<file path="src/sv/mexp_pkg.sv">
// ----------------------------------------------------------------------------
// mexp_pkg
// Shared types for the modular exponentiation engine.
// ----------------------------------------------------------------------------
`default_nettype none
package mexp_pkg;

  typedef enum logic [2:0] {
    ST_IDLE,
    ST_REDB,
    ST_SQR,
    ST_MUL,
    ST_DONE
  } state_e;

  typedef enum logic [1:0] {
    OP_NONE,
    OP_REDB,
    OP_SQR,
    OP_MUL
  } op_e;

  localparam logic CFG_MODULUS  = 1'b0;
  localparam logic CFG_EXPONENT = 1'b1;

  typedef struct packed {
    logic load;
    logic go;
    op_e  op;
  } mexp_cmd_t;

  typedef struct packed {
    logic busy;
  } mexp_sts_t;

endpackage
`default_nettype wire

</file>
<file path="src/sv/mexp_dp.sv">
// ----------------------------------------------------------------------------
// mexp_dp
// Datapath: operand registers, one multiplier and a shift-subtract reducer.
// ----------------------------------------------------------------------------
`default_nettype none
module mexp_dp import mexp_pkg::*; #(
  parameter int MOD_WIDTH = 32
) (
  input  wire logic                 clk_i,
  input  wire logic                 rst_ni,
  input  wire mexp_cmd_t            cmd_i,
  input  wire logic [31:0]          base_i,
  input  wire logic [MOD_WIDTH-1:0] modulus_i,
  input  wire logic                 odd_i,
  output mexp_sts_t                 sts_o,
  output logic [MOD_WIDTH-1:0]      acc_o
);

  localparam int PW = 2 * MOD_WIDTH;
  localparam int CW = $clog2(PW + 1);
  localparam int XW = (PW > 32) ? PW : 32;

  logic [MOD_WIDTH-1:0] b_q, b_d, acc_q, acc_d;
  logic [XW-1:0]        x_q, x_d;
  logic [MOD_WIDTH:0]   r_q, r_d;
  logic [CW-1:0]        cnt_q, cnt_d;
  logic                 run_q, run_d;
  op_e                  op_q, op_d;
  logic [MOD_WIDTH:0]   trial, mext;
  logic [MOD_WIDTH-1:0] sq_lo_q, sq_lo;
  logic [MOD_WIDTH-1:0] mul_a;
  logic [PW-1:0]        prod;

  assign mext = {1'b0, modulus_i};
  assign sq_lo = sq_lo_q;

  // Share one multiplier: square the base or multiply it into the accumulator.
  assign mul_a = (cmd_i.op == OP_SQR) ? b_q : acc_q;
  assign prod  = PW'(mul_a) * PW'(b_q);

  always_comb begin
    b_d = b_q; acc_d = acc_q; x_d = x_q; r_d = r_q;
    cnt_d = cnt_q; run_d = run_q; op_d = op_q;
    trial = {r_q[MOD_WIDTH-1:0], x_q[XW-1]};
    if (cmd_i.load) begin
      acc_d = MOD_WIDTH'(1);
    end
    if (cmd_i.go) begin
      op_d  = cmd_i.op;
      run_d = 1'b1;
      cnt_d = CW'(PW);
      r_d   = '0;
      case (cmd_i.op)
        OP_REDB: x_d = XW'(base_i) << (XW - 32);
        OP_SQR:  x_d = XW'(prod) << (XW - PW);
        OP_MUL:  x_d = XW'(prod) << (XW - PW);
        default: x_d = '0;
      endcase
      // A base reduction processes only the 32 bits of the base.
      if (cmd_i.op == OP_REDB) cnt_d = CW'(32);
    end else if (run_q) begin
      if (cnt_q != '0) begin
        // One restoring-division step per cycle.
        r_d = (trial >= mext) ? trial - mext : trial;
        x_d = {x_q[XW-2:0], 1'b0};
        cnt_d = cnt_q - 1'b1;
      end else begin
        run_d = 1'b0;
        if (op_q == OP_REDB) begin
          b_d = (modulus_i == '0) ? base_i[MOD_WIDTH-1:0] : r_q[MOD_WIDTH-1:0];
          acc_d = odd_i ? ((modulus_i == '0) ? base_i[MOD_WIDTH-1:0]
                  : r_q[MOD_WIDTH-1:0])
                  : ((modulus_i == MOD_WIDTH'(1)) ? '0 : MOD_WIDTH'(1));
        end else if (op_q == OP_SQR) begin
          b_d = (modulus_i == '0) ? sq_lo : r_q[MOD_WIDTH-1:0];
        end else begin
          acc_d = (modulus_i == '0) ? sq_lo : r_q[MOD_WIDTH-1:0];
        end
      end
    end
  end

  always_ff @(posedge clk_i or negedge rst_ni) begin
    if (!rst_ni) begin
      run_q <= 1'b0;
      cnt_q <= '0;
      op_q  <= OP_NONE;
    end else begin
      run_q <= run_d;
      cnt_q <= cnt_d;
      op_q  <= op_d;
    end
  end

  always_ff @(posedge clk_i) begin
    b_q <= b_d; acc_q <= acc_d; x_q <= x_d; r_q <= r_d;
    if (cmd_i.go) begin
      sq_lo_q <= prod[MOD_WIDTH-1:0];
    end
  end

  assign sts_o.busy = run_q | cmd_i.go;
  assign acc_o = acc_q;

endmodule
`default_nettype wire

</file>
<file path="src/sv/mexp_ctrl.sv">
// ----------------------------------------------------------------------------
// mexp_ctrl
// Controller: scans exponent bits and sequences datapath operations.
// ----------------------------------------------------------------------------
`default_nettype none
module mexp_ctrl import mexp_pkg::*; #(
  parameter int EXP_WIDTH = 7
) (
  input  wire logic                 clk_i,
  input  wire logic                 rst_ni,
  input  wire logic                 start_i,
  input  wire logic [EXP_WIDTH-1:0] exponent_i,
  input  wire mexp_sts_t            sts_i,
  output mexp_cmd_t                 cmd_o,
  output logic                      busy_o,
  output logic                      done_o,
  output logic                      one_o
);

  localparam int IW = (EXP_WIDTH > 1) ? $clog2(EXP_WIDTH) : 1;

  state_e state_q, state_d;
  logic [IW-1:0] idx_q, idx_d;
  logic issued_q, issued_d;
  logic one_q, one_d;
  logic bit_set;

  assign bit_set = exponent_i[idx_q];

  always_comb begin
    state_d = state_q; idx_d = idx_q; issued_d = issued_q; one_d = one_q;
    case (state_q)
      ST_IDLE: if (start_i) begin
        one_d = (exponent_i == '0);
        idx_d = '0;
        issued_d = 1'b0;
        state_d = (exponent_i == '0) ? ST_DONE : ST_REDB;
      end
      ST_REDB, ST_SQR, ST_MUL: begin
        if (!issued_q) issued_d = 1'b1;
        else if (!sts_i.busy) begin
          issued_d = 1'b0;
          if (state_q == ST_SQR && bit_set) state_d = ST_MUL;
          else if (32'(idx_q) == EXP_WIDTH - 1) state_d = ST_DONE;
          else begin
            idx_d = idx_q + 1'b1;
            state_d = ST_SQR;
          end
        end
      end
      ST_DONE: state_d = ST_IDLE;
      default: state_d = ST_IDLE;
    endcase
  end

  always_comb begin
    cmd_o.load = (state_q == ST_IDLE) && start_i;
    cmd_o.go = 1'b0;
    cmd_o.op = OP_NONE;
    case (state_q)
      ST_REDB: begin cmd_o.go = !issued_q; cmd_o.op = OP_REDB; end
      ST_SQR:  begin cmd_o.go = !issued_q; cmd_o.op = OP_SQR;  end
      ST_MUL:  begin cmd_o.go = !issued_q; cmd_o.op = OP_MUL;  end
      default: ;
    endcase
  end

  assign busy_o = (state_q != ST_IDLE);
  assign done_o = (state_q == ST_DONE);
  assign one_o  = one_q;

  always_ff @(posedge clk_i or negedge rst_ni) begin
    if (!rst_ni) begin
      state_q <= ST_IDLE; idx_q <= '0; issued_q <= 1'b0; one_q <= 1'b0;
    end else begin
      state_q <= state_d; idx_q <= idx_d; issued_q <= issued_d; one_q <= one_d;
    end
  end

endmodule
`default_nettype wire

</file>
<file path="src/sv/modular_exponentiation.sv">
// ----------------------------------------------------------------------------
// modular_exponentiation
// Right-to-left square-and-multiply engine: power_mod = base^exponent mod modulus.
// ----------------------------------------------------------------------------
// Pulse start while busy is low to launch one transaction; done_o goes high
// for exactly one cycle with the result on power_mod_o and cannot be stalled.
// A transaction runs one base reduction, EXP_WIDTH-1 squarings and one multiply
// per set exponent bit above bit 0, each through the one-bit-per-cycle
// shift-subtract reducer. Exponent zero skips the datapath and goes straight
// to done. Write modulus (index 0) and exponent (index 1) only while busy is
// low; modulus zero acts as 2^MOD_WIDTH.
`default_nettype none
module modular_exponentiation import mexp_pkg::*; #(
  parameter int MOD_WIDTH = 32,
  parameter int EXP_WIDTH = 7
) (
  input  wire logic        clk_i,
  input  wire logic        rst_ni,
  input  wire logic        start,
  output logic             busy,
  input  wire logic [31:0] base_i,
  output logic             done_o,
  output logic [31:0]      power_mod_o,
  input  wire logic        cfg_valid_i,
  output logic             cfg_ready_o,
  input  wire logic        cfg_index_i,
  input  wire logic [31:0] cfg_data_i
);

  logic [MOD_WIDTH-1:0] modulus_q;
  logic [EXP_WIDTH-1:0] exponent_q;
  logic [31:0]          base_q;
  mexp_cmd_t            cmd;
  mexp_sts_t            sts;
  logic [MOD_WIDTH-1:0] acc;
  logic                 one;

  assign cfg_ready_o = 1'b1;

  // Hold configuration; latch the base when a transaction starts.
  always_ff @(posedge clk_i or negedge rst_ni) begin
    if (!rst_ni) begin
      modulus_q  <= MOD_WIDTH'(1);
      exponent_q <= '0;
    end else if (cfg_valid_i) begin
      if (cfg_index_i == CFG_MODULUS)  modulus_q  <= cfg_data_i[MOD_WIDTH-1:0];
      if (cfg_index_i == CFG_EXPONENT) exponent_q <= cfg_data_i[EXP_WIDTH-1:0];
    end
  end

  always_ff @(posedge clk_i) begin
    if (start && !busy) base_q <= base_i;
  end

  mexp_ctrl #(.EXP_WIDTH(EXP_WIDTH)) u_ctrl (
    .clk_i, .rst_ni, .start_i(start), .exponent_i(exponent_q), .sts_i(sts),
    .cmd_o(cmd), .busy_o(busy), .done_o(done_o), .one_o(one)
  );

  mexp_dp #(.MOD_WIDTH(MOD_WIDTH)) u_dp (
    .clk_i, .rst_ni, .cmd_i(cmd), .base_i(base_q), .modulus_i(modulus_q),
    .odd_i(exponent_q[0]), .sts_o(sts), .acc_o(acc)
  );

  // Exponent zero always yields one, modulus one included.
  assign power_mod_o = one ? 32'd1 : 32'(acc);

endmodule
`default_nettype wire
</file>
<file path="config.mk">
export PLATFORM = sky130hd
export DESIGN_NAME = modular_exponentiation
export DESIGN_NICKNAME = d
export VERILOG_FILES = /design/src/sv/mexp_pkg.sv /design/src/sv/mexp_dp.sv /design/src/sv/mexp_ctrl.sv /design/src/sv/modular_exponentiation.sv
export SDC_FILE = /design/constraint.sdc
export NUM_CORES = 2
export LEC_CHECK = 0
export ABC_AREA = 1
export BUFFER_PORTS_ARGS = -buffer_cell sky130_fd_sc_hd__buf_2
export CAP_MARGIN = 20
export CELL_PAD_IN_SITES_DETAIL_PLACEMENT = 1
export CELL_PAD_IN_SITES_GLOBAL_PLACEMENT = 2
export CORE_ASPECT_RATIO = 1.5
export CORE_MARGIN = 2
export CORE_UTILIZATION = 40
export CTS_CLUSTER_SIZE = 25
export DETAILED_ROUTE_END_ITERATION = 12
export HOLD_SLACK_MARGIN = 0.05
export PLACE_DENSITY = 0.94
export SLEW_MARGIN = 15
export SYNTH_ARGS = -nofsm -noshare
export SYNTH_HDL_FRONTEND = slang
export SYNTH_SLANG_ARGS = --single-unit
</file>
<file path="constraint.sdc">
create_clock -name clk_i -period 8.2 [get_ports clk_i]
set_input_delay 0.82 -clock clk_i [delete_from_list [all_inputs] [get_ports clk_i]]
set_output_delay 0.82 -clock clk_i [all_outputs]
set_load 0.03 [all_outputs]
</file>
---- Word level (Yosys, flattened, before mapping) ----
Index checks and enable logic that the tools add are counted.
storage, ports and cells
  bits in registers ....................... 281
  input port bits ......................... 69
  logic and storage cells ................. 112
operators by class
  $add $sub $neg .......................... 3
  $mul .................................... 1
  magnitude comparators ................... 2
  equality and inequality tests ........... 16
  mux-type cells .......................... 46
  bitwise operators ....................... 4
  reduce and logical (&&, ||, !) cells .... 25
operator list
  cell                 number
  $mux 32              14
  $mux 64              3
  $pmux 64 s2          1
  $mul 32x32->64       1
  $ge 33x32->1         1
  $mux 3               11
  $eq 32x1->1 const B  1
  $logic_not 32->1     1
  $sub 32x32->32       1
  $mux 7               4
  $pmux 3 s2           2
  $reduce_and 2->1     6
  $pmux 3 s3           1
  $mux 1               8
  $ne 2x2->1 const B   4
  $reduce_bool 2->1    4
  $logic_not 7->1      1
  $reduce_bool 7->1    1
  $sub 7x1->7 const B  1
  $eq 2x2->1 const B   3
  $eq 3x2->1 const B   2
  $eq 3x3->1 const B   2
  $reduce_and 6->1     1
  $eq 2x1->1 const B   2
  other kinds (16)     21

---- Longest topological paths before layout ----
  depth in word-level cells ............... 8
  depth in mapped cells ................... 41
  depth with buffers taken out ............ 37

---- Cells and area by module ----
A second synthesis with hierarchy kept.
unflattened totals
  cells, all modules ...................... 6549
  area, all modules ....................... 50073.0 um2
modules (own cells, without submodules)
  module                  instances  cells an instance  area each (um2)
  mexp_dp                 1          6181               46611.0
  modular_exponentiation  1          273                2822.7
  mexp_ctrl               1          95                 639.4

---- Worst setup path after synthesis ----
OpenSTA, ideal clock, no wires.
  path type ............................... reg-to-reg
  start point ............................. register u_ctrl.state_q[2]
  end point ............................... register u_dp.x_q[48] (data pin)
  library setup time ...................... 254 ps
  arrival ................................. 6917 ps
  required time ........................... 7946 ps
  slack ................................... 1030 ps
  cell stages (with the launch flop) ...... 34
  path buffers ............................ 3
  period minus slack after synthesis ...... 7170 ps
  cell sequence ........................... dfrtp_1 inv_2 nand2_1 nor2_4 inv_2 buf_6 buf_6 o21ai_4 buf_2 nor2_1 fa_1 fa_1 inv_1 fa_1 fa_1 inv_1 fa_1 fa_1 fa_1 inv_1 fa_1 inv_1 ha_1 nand2_1 nor2_1 inv_1 nor2_1 inv_1 o21bai_1 nand2_1 nand3_1 nand2_1 nand3_1 nand2_1
between the ends
  longest elaborated chain between the ends .. 7
ends and longest elaborated chain
  element                                          line                          RTL
  start: declaration                               mexp_ctrl.sv:22               state_e state_q, state_d;
  start signal: assignment                         mexp_ctrl.sv:76               state_q <= state_d; idx_q <= idx_d; issued_q <= issued_d; one_q <= one_d;
  $eq 3x2->1 / $eq 3x1->1 (equally long branches)  mexp_ctrl.sv:60               case (state_q)
  $pmux 3 s3 (*)                                   mexp_ctrl.sv:60
  $eq 2x2->1                                       mexp_dp.sv:38, mexp_dp.sv:53
  $mux 32                                          mexp_dp.sv:38                 assign mul_a = (cmd_i.op == OP_SQR) ? b_q : acc_q;
  $mul 32x32->64                                   mexp_dp.sv:39                 assign prod = PW'(mul_a) * PW'(b_q);
  $pmux 64 s2                                      mexp_dp.sv:53                 case (cmd_i.op)
  $mux 64 (*)                                      mexp_dp.sv:48                 if (cmd_i.go) begin
  named net u_dp.x_d[48]                           mexp_dp.sv:24                 logic [XW-1:0] x_q, x_d;
  end signal: assignment                           mexp_dp.sv:96                 b_q <= b_d; acc_q <= acc_d; x_q <= x_d; r_q <= r_d;
  end: declaration                                 mexp_dp.sv:24
Mark *: on every way through the listed nets, which the timed path passes. The rest lies on a longest branch.
A chain may end at the register's enable or synchronous reset.

---- Worst setup path in the final report ----
  start point ............................. register u_ctrl.state_q[2]
  end point ............................... register u_dp.x_q[21] (data pin)
Same word-level chain as after synthesis.

==> results_dict.tcl <==
set metrics [dict create \
    status "complete, no violations" \
    drv_cap 0 \
    tightest_slew_ns 1.11 \
    drc 0 \
    clock_skew_ns 0.0329 \
    htreeDepth 1 \
    p_comb_frac 0.400 \
    holdWs_ns 0.360 \
    finalHoldViolCount 0 \
    final_antenna_net_count 0 \
    slew_headroom 0.260 \
    start_util 0.402 \
    seqPwrFrac 0.342 \
    worstPathMaxFanout 10 \
    grt-busiest-layer "met2" \
    grt_pass1_vias 50104 \
    yosys.cell_types.count 49 \
    die_h_um 438 \
    num-nets-final 8025 \
    hold_path_class "primary input to asynchronous set/reset pin" \
    met2_usage 0.588 \
    vdd_ir_drop_max_mv 0.222 \
    criticalPathCategory "register to register" \
    internal_power_mw 2.98 \
    reg2reg_setup_slack_ns 0.10 \
    synth.most_common_cell "nand2_1" \
    p_sw_mw 2.14 \
    dpl.hpwl_um 177000 \
    period_share 0.988 \
    clock_sinks 281 \
    gp_congestion 0.989 \
    grt_use_met3 0.0284 \
    end_kind "register" \
    die_w_um 293 \
    cts.clk_slew.worst_paths_ns 0.07 \
    synth-edff-count 160 \
    nFillCells 15333 \
    grt_max_degree 103 \
    hold_buffers 0 \
    cts_made_buffers 28 \
    synth_cells 6570 \
    synthesis.nets 7836 \
    synth.top_cells.by_area "fa_1, nand2_1, inv_1" \
    p_leak_nw 29.4 \
    grtUsageMet1 0.350 \
    design.die.area_sq_um 128000 \
    ios 104 \
    rr_startpoint "u_ctrl.state_q[2]" \
    port_buffers 102 \
    cts_tree "built" \
    coreArea_sq_um 125000 \
    synth_area_sq_um 50200 \
    antenna_found_initial 4 \
    wl_per_cell_um 24.4 \
    synth-main-ff-cell "edfxtp_1" \
    r2r-end "u_dp.x_q[21]" \
    cts-root-buf "clkbuf_16" \
    powerDensity_nw_per_um2 91.7 \
    detail_route.iter0.violations 2538 \
    setup_viol 0 \
    critPathTopFamily "adder cells" \
    max_stage_delay_ns 0.60 \
    crit_arrival_ns 8.41 \
    drv_slew 0 \
    layout-drive-gt1-share 0.102 \
    grtUsageTotal 0.324 \
    p_clk_frac 0.258 \
    required_ns 8.52 \
    clockBufferDepth 3 \
    synth-seq-cells 281 \
    overflow 0 \
    syn_avg_cell_area_sq_um 7.63 \
    ys_async_sr_fraction 0.203 \
    grt_pass1_wl_um 307000 \
    crit_slowest_cell "fa_1" \
    fmax_mhz 123 \
    crit_top_cell "fa_1" \
    area_delta_synth_final_pct 11.3 \
    drt_pass1_iterations 7 \
    netSwitchingFraction 0.418 \
    vias_per_cell 5.29 \
    path_depth 32 \
    synth-seq-area-share 0.150 \
    power.total_mw 5.12 \
    synth_common_cells "nand2_1, inv_1, fa_1" \
    synth_top_area_share 0.358 \
    yosys.area.top_type "fa_1" \
    rsz0062_at_grt "true" \
    crit_buf_inv 12 \
    wl_um 205000 \
    rows 159 \
    reg2regPathDepth 32 \
    vias 44407 \
    cp-start-kind "register" \
    min_period_ns 8.10 \
    clock_latency_ns 0.61 \
    synth_warnings 0 \
]
## per-stage QoR
stage | util | TNS, ns | setup slack (ns) | std cells | instance area (sq um)
floorplan | - | 0 | 1.03 | 6570 | 50200
global placement | 0.433 | -2.77 | -0.364 | 8311 | 54000
detailed placement | 0.433 | -3.63 | -0.267 | 8311 | 54000
CTS | 0.441 | -0.113 | -0.0509 | 8368 | 55000
global route | 0.448 | -0.504 | -0.0728 | 8391 | 55800
finish | 0.448 | 0 | 0.102 | 8392 | 55800
## kinds of logic (layout without fill, tap and decap cells)
logic type,Yosys count,count (layout),share of synthesized area
AOI/OAI and AO/OA,320,320,0.0391
other,1,2,0.0000748
adders and majority gates,1197,1197,0.433
xor gates and xnor gates,48,48,0.00838
DFF,281,281,0.150
buffers and inverters,1793,2004,0.139
and+or+nand+nor,2930,2930,0.231
## power groups by stage
stage	Combinational, mW	Sequential (mW)	Clock, mW
final	2.05	1.75	1.32
after global routing	2.31	1.77	1.38
after CTS	2.04	1.75	1.34
after detailed placement	2.03	1.78	0
after global placement	1.97	1.78	0
after floorplan	1.45	1.72	0
## worst register-to-register path, delay by kind of cell, from the launching register on
kind | cells | cell delay [ns]
adders and majority gates | 9 | 4.45
buffers and inverters | 12 | 1.17
and+or+nand+nor | 8 | 0.99
xor gates and xnor gates | 1 | 0.46
DFF | 1 | 0.40
AOI/OAI and AO/OA | 2 | 0.32
## layer usage
layer	up-vias	wire length [um]	part of all wire
li1	19553	-	-
met1	22546	71400	0.35
met2	1624	104000	0.51
met3	678	9720	0.047
met4	6	19700	0.096
met5	-	46	0.00022
## worst max path at each step
stage                           start      endpoint
global route        u_ctrl.state_q[2]  u_dp.x_q[63]
floorplan           u_ctrl.state_q[2]  u_dp.x_q[48]
global placement    u_ctrl.state_q[2]  u_dp.x_q[63]
finish              u_ctrl.state_q[2]  u_dp.x_q[21]
CTS                 u_ctrl.state_q[2]  u_dp.x_q[43]
detailed placement  u_ctrl.state_q[2]  u_dp.x_q[48]
## what timing repair did
item / in CTS / in global routing
endpoints found under the setup margin: 38 / 57
cloned: 0 / 1
pin swaps: 2 / 29
setup buffers: 5 / 21
resized for setup: 22 / 184
endpoints found under the hold margin: 0 / 0
## cell usage in the layout, fill, tap and decap left out, types with 19 or more instances in the layout
master / instances
nor2_1: 731
dfxtp_1: 64
nand3_1: 258
buf_6: 21
xor2_1: 19
clkbuf_16: 29
dfrtp_1: 56
xnor2_1: 28
ha_1: 280
edfxtp_1: 160
inv_1: 1465
buf_2: 102
nand2_2: 33
fa_1: 884
a21oi_1: 144
buf_4: 269
inv_2: 48
nand3b_1: 23
o21ai_0: 64
nor2_2: 31
a22o_1: 25
buf_12: 23
nand2_1: 1780
## sequential cells by signal (all words and copies together), names as in the netlist
signal           count
u_dp.r_q            32
u_ctrl.idx_q         3
u_ctrl.state_q       3
u_dp.run_q           1
u_dp.op_q            2
u_ctrl.one_o         1
u_dp.sq_lo          32
base_q              32
modulus_q           32
u_dp.cnt_q           7
exponent_q           7
u_dp.acc_o          32
u_dp.b_q            32
u_dp.x_q            64
u_ctrl.issued_q      1
## final cells by class
type	instances	area (sq um)	area share
Timing Repair Buffer	420	3310	0.0593
Antenna cell	1	2.50	0.0000448
Clock inverter	17	149	0.00267
Sequential cell	281	7510	0.135
Tap cell	1610	2010	0.0361
Inverter	1532	5780	0.104
Clock buffer	35	747	0.0134
Multi-Input combinational cell	4496	36300	0.650
(Power assumes the default switching activity.)
